`config.mk`:
```
export PLATFORM = sky130hd
export DESIGN_NAME = rbi_outq
export DESIGN_NICKNAME = d
export VERILOG_FILES = /design/src/rtl/rbi_pkg.sv /design/src/rtl/rbi_outq.sv
export SDC_FILE = /design/constraint.sdc
export NUM_CORES = 2
export LEC_CHECK = 0
export BUFFER_PORTS_ARGS = -buffer_cell sky130_fd_sc_hd__buf_2
export CAP_MARGIN = 20
export CORE_UTILIZATION = 55
export CTS_CLUSTER_DIAMETER = 120
export DETAILED_ROUTE_END_ITERATION = 7
export HOLD_SLACK_MARGIN = 0.02
export PLACE_DENSITY = 0.72
export SYNTH_ARGS = -nofsm -noshare
export SYNTH_HDL_FRONTEND = slang
export SYNTH_SLANG_ARGS = --single-unit
```
`constraint.sdc`:
```
create_clock -name clk -period 12.9 [get_ports clk]
set_input_delay 1.935 -clock clk [delete_from_list [all_inputs] [get_ports clk]]
set_output_delay 1.935 -clock clk [all_outputs]
set_load 0.02 [all_outputs]
```
`src/rtl/rbi_pkg.sv`:
```
// Shared types, constants and saturation helper for the rigid body integrator.
package rbi_pkg;

	localparam int FRACTION_BITS = 16;
	localparam int VALUE_WIDTH   = 32;
	localparam int IM_W          = VALUE_WIDTH - 1;
	localparam int DT_W          = FRACTION_BITS + 1;
	localparam int FM_W          = VALUE_WIDTH + IM_W + 1;
	localparam int DPROD_W       = VALUE_WIDTH + DT_W + 1;
	localparam int WIDE_W        = 2 * VALUE_WIDTH + 2;
	localparam int LANE_LAT      = 6;
	localparam int QDEPTH        = 16;
	localparam int PTR_W         = $clog2(QDEPTH);

	typedef logic signed [VALUE_WIDTH-1:0] val_t;
	typedef logic [IM_W-1:0]               im_t;
	typedef logic [DT_W-1:0]               dt_t;
	typedef logic signed [FM_W-1:0]        fm_t;
	typedef logic signed [DPROD_W-1:0]     dprod_t;
	typedef logic signed [WIDE_W-1:0]      wide_t;
	typedef logic [PTR_W:0]                cnt_t;

	localparam val_t VAL_MAX = {1'b0, {(VALUE_WIDTH-1){1'b1}}};
	localparam val_t VAL_MIN = {1'b1, {(VALUE_WIDTH-1){1'b0}}};
	localparam dt_t  DT_MAX  = dt_t'(1) << FRACTION_BITS;

	// register reset values: gravity Q16.16, time step unsigned Q1.16
	localparam dt_t  TIME_STEP_RESET = dt_t'(1092);
	localparam val_t GRAVITY_X_RESET = '0;
	localparam val_t GRAVITY_Y_RESET = val_t'(-642253);

	localparam logic [1:0] CFG_TIME_STEP = 2'd0;
	localparam logic [1:0] CFG_GRAVITY_X = 2'd1;
	localparam logic [1:0] CFG_GRAVITY_Y = 2'd2;

	typedef enum logic [1:0] {
		OP_EULER       = 2'd0,
		OP_VERLET_POS  = 2'd1,
		OP_VERLET_KICK = 2'd2,
		OP_RESERVED    = 2'd3
	} op_t;

	typedef struct packed {
		val_t v;
		logic s;
	} clamp_t;

	// one axis of one body entering a lane
	typedef struct packed {
		op_t  op;
		logic active;
		logic grav;
		val_t frc;
		im_t  im;
		val_t vel;
		val_t pos;
		dt_t  dt;
		val_t grav_acc;
	} lane_in_t;

	typedef struct packed {
		val_t vel;
		val_t pos;
		logic sat;
	} lane_out_t;

	typedef struct packed {
		logic valid;
		logic moved;
	} ctl_t;

	typedef struct packed {
		logic moved;
		val_t vel_x;
		val_t vel_y;
		val_t pos_x;
		val_t pos_y;
		logic saturated;
	} result_t;

	function automatic clamp_t sat_clamp(input wide_t x);
		clamp_t r;
		if (x > wide_t'(VAL_MAX)) begin
			r.v = VAL_MAX;
			r.s = 1'b1;
		end else if (x < wide_t'(VAL_MIN)) begin
			r.v = VAL_MIN;
			r.s = 1'b1;
		end else begin
			r.v = x[VALUE_WIDTH-1:0];
			r.s = 1'b0;
		end
		return r;
	endfunction

endpackage

```
`src/rtl/rbi_outq.sv`:
```
// Output queue holding finished results until they are taken.
module rbi_outq (
	input  logic             clk,
	input  logic             arst_n,
	input  logic             push,
	input  rbi_pkg::result_t push_item,
	input  logic             pop,
	output logic             not_empty,
	output rbi_pkg::result_t head
);
	import rbi_pkg::*;

	result_t mem_q [QDEPTH];
	cnt_t    wr_q, rd_q;

	always_ff @(posedge clk or negedge arst_n) begin
		if (!arst_n) begin
			wr_q <= '0;
			rd_q <= '0;
		end else begin
			if (push) begin
				wr_q <= wr_q + cnt_t'(1);
			end
			if (pop) begin
				rd_q <= rd_q + cnt_t'(1);
			end
		end
	end

	always_ff @(posedge clk) begin
		if (push) begin
			mem_q[wr_q[PTR_W-1:0]] <= push_item;
		end
	end

	assign not_empty = (wr_q != rd_q);
	assign head      = mem_q[rd_q[PTR_W-1:0]];

endmodule

```
==> flow_summary_export.csv <==
group,metric,value,unit
pwr,irDropWorstVdd,0.3737,mV
sta,max_freq,143.3,MHz
flow_run,cap_violations,0,
pwr,switching_share,32.41,%
critical_path,cp.required,10.97,ns
routing,drtIter0Drc,3462,
critical_path,reg2reg_from,"wr_q[2]$_DFFE_PN0P_",
synth,synth_compound_area_share,3.456,%
synth,async_flop_share,0.4785,%
critical_path,crit_arrival,5.04,ns
sta,fin_skew,0.02010,ns
synth,ys_types,29,
pwr,powerDensity,227.4,nW/um^2
final_layout,drive_gt1_share,23.57,%
routing,vias_per_cell,6.366,
global_route,grt_max_degree,168,
pwr,comb_power_share,30.9,%
routing,wl_met2,88760,um
global_route,grt_pass1_wl,262700,um
pwr,power,20.44,mW
hold_path,whs_path_depth,1,
sta,relSlewSlack,15.33,%
floorplan,num_io_pins,265,
pwr,pwr-share-seq,41.2,%
sta,fin_crit_sh,54.10,%
sta,slew_viol_final,0,
synth,synth.cell_area,80160,um^2
synth,yosysSeqAreaShare,78.24,%
clock_tree,path_clk_slew,0.06,ns
synth,syn-num-nets,3666,
routing,post_drt_wl_per_cell,30.49,um
placement,numPortBuffers,264,
critical_path,crit_type,"reg -> out",
status,status,"finished, final reports clean",
synth,synth_top_family_by_area,"multiplexers",
critical_path,reg2reg_slack,9.23,ns
clock_tree,insertion_delay,0.82,ns
pwr,pwr-share-clk,27.9,%
synth,synth-xor-area-share,0.1420,%
floorplan,fp.dieW,383.8,um
clock_tree,cts_setup_buffers,0,
routing,drc,0,
floorplan,die_y,383.8,um
sta,grt_setup_unrepaired,"no",
routing,dr.pass1.iters,7,
floorplan,core_area,144200,um^2
clock_tree,cts_resized,0,
pwr,p_int,13.81,mW
routing,drt-total-wl,181500,um
synth,syn_avg_cell_area,22.73,um^2
floorplan,initial_core_util,55.60,%
sta,finalSetupTns,0,ns
hold_path,min_from,"wr_q[4]$_DFFE_PN0P_",
final_layout,syn_to_final_growth,12.14,%
sta,finalHoldViolCount,0,
synth,synth-main-ff-cell,"edfxtp_1",
clock_tree,cts_buffer_depth,3,
synth,synthAdderAreaFrac,0.09366,%
critical_path,worstReg2RegEnd,"mem_q[15][50]$_DFFE_PP_",
final_layout,nets,4004,
clock_tree,cts_hold_buf,0,
routing,met1_length,74850,um
global_route,grt_util_all_layers,24.87,%
clock_tree,cts_inserted_buffers,204,
global_route,grt_overflow,0,
sta,finalSetupViolations,0,
sta,tightest_slew,1.270,ns
routing,vias,37890,
placement,gp_congestion,0.7245,
synth,ys_warn_count,0,
hold_path,hold_path_class,"reg -> reg",
critical_path,endpoint_kind,"primary output",
critical_path,cp_max_fo,167,
final_layout,multiInputGateArea,16280,um^2
clock_tree,cts.root.buffer_cell,"clkbuf_16",
global_route,antenna_found_initial,41,
clock_tree,h-tree-depth,4,
critical_path,cp-start-kind,"flop",
synth,ys_seq_elements,2090,
synth,synthCells,3526,
pwr,p_switching,6.625,mW
global_route,first_global_vias,38540,
final_layout,fill_cells,9624,
routing,drtAntennaViolNets,0,
final_layout,seq_area,62720,um^2
pwr,leakagePower,29.37,nW
critical_path,ff2ff_path_depth,4,
routing,met3_length,14160,um
floorplan,dieArea,147300,um^2
sta,period_minus_slack,6.978,ns
routing,highest_layer,"met5",
placement,place_hpwl,86320,um
clock_tree,tritoncts,"built",
synth,yosys.area_share.simple,0.1889,%
clock_tree,cts.sinks,2090,
synth,muxShareOfSynthArea,16.27,%
floorplan,rows,139,
synth,synth_edf_count,2080,
hold_path,whs_endpoint,"wr_q[4]$_DFFE_PN0P_",
## placed cells by master (no fill, tap or decap), types with 4 or more instances in the layout
| master | count |
|---|---|
| buf_2 | 264 |
| o21ai_1 | 130 |
| nor2_4 | 13 |
| a22oi_1 | 130 |
| xnor2_1 | 7 |
| inv_6 | 5 |
| dfrtp_1 | 7 |
| nand2_1 | 8 |
| clkinv_2 | 47 |
| ha_1 | 6 |
| buf_12 | 8 |
| mux4_1 | 91 |
| xor2_1 | 6 |
| clkinv_1 | 42 |
| clkinv_8 | 5 |
| clkbuf_16 | 205 |
| buf_4 | 66 |
| nor3_2 | 4 |
| edfxtp_1 | 2080 |
| diode_2 | 14 |
| mux4_2 | 299 |
| clkbuf_1 | 47 |
| bufinv_16 | 15 |
| a32oi_1 | 130 |
| mux2i_1 | 390 |
## cell usage after synthesis (all sizes together), types with 5 or more instances
library cell | instances | share of area (%)
clkbuf | 67 | 0.33
nor2 | 13 | 0.061
buf | 141 | 1.3
xor2 | 6 | 0.066
o21ai | 131 | 0.82
mux4 | 390 | 11
xnor2 | 7 | 0.076
a32oi | 130 | 1.4
nand2 | 8 | 0.037
ha | 6 | 0.094
edfxtp | 2080 | 78
a22oi | 130 | 1.2
mux2i | 390 | 4.9
dfrtp | 10 | 0.31
nor3 | 5 | 0.031
## logic make-up after synthesis
logic type	after synthesis
flip-flops	2090
multiplexers	781
AO/OA/AOI/OAI	391
buffers and inverters	211
AND/OR/NAND/NOR	34
XOR/XNOR	13
adder cells (fa/ha/maj)	6
## stage by stage
step	hold slack (ns)	util (%)	instance area, um^2	cells	setup WS [ns]
CTS	0.4887	62.27	89780	5935	5.615
floorplan	0.4604	-	80160	3526	1.013
detailed placement	0.4811	57.81	83350	5558	6.527
finish	0.4893	62.35	89890	5952	5.922
global route	0.5211	62.33	89870	5945	5.681
global placement	0.4757	57.81	83350	5558	6.522
## how the worst max path moves through the flow
stage                              startpoint               endpoint  slack [ns]  depth (start not counted)
after global routing      rd_q[0]$_DFFE_PN0P_               head[69]        5.68                          6
after floorplan                          push  mem_q[0][0]$_DFFE_PP_        1.01                          3
final                     rd_q[1]$_DFFE_PN0P_               head[55]        5.92                          7
after CTS                 rd_q[0]$_DFFE_PN0P_               head[55]        5.61                          6
after detailed placement  rd_q[0]$_DFFE_PN0P_               head[55]        6.53                          6
after global placement    rd_q[0]$_DFFE_PN0P_               head[55]        6.52                          6
## flip-flops by register name, summed over array words and instances, names as in the netlist
register,flops
rd_q,5
wr_q,5
mem_q,2080
## critical path: stages, from the launching register on
cell and delay (ns):
dfrtp_4 0.95, buf_12 0.74, buf_12 0.73, mux2i_1 0.17, a22oi_1 0.26, mux2i_1 0.12
o21ai_1 0.50, buf_2 0.27
## power groups by stage
stage               Sequential [mW]  Clock, mW  Combinational, mW
floorplan                      8.54          0               4.49
global placement               8.53          0               6.31
detailed placement             8.57          0               6.34
CTS                            8.43       5.79               6.37
global route                   8.47       6.05               6.69
finish                         8.42       5.71               6.31
## layer usage
layer  GRT usage (%)  vias to the layer above
met5               0                        -
met4           6.293                       40
met3           5.507                      288
met2           39.77                     1398
met1           35.16                    20280
li1                -                    15890
## cell type report
class                           count  area share, %
Clock inverter                    122          1.200
Clock buffer                      255          5.949
Multi-Input combinational cell   1225          18.11
Tap cell                         1903          2.649
Timing Repair Buffer              340          2.260
Antenna cell                       14        0.03897
Sequential cell                  2090          69.78
Inverter                            3        0.01810
(Power assumes the default switching activity.)
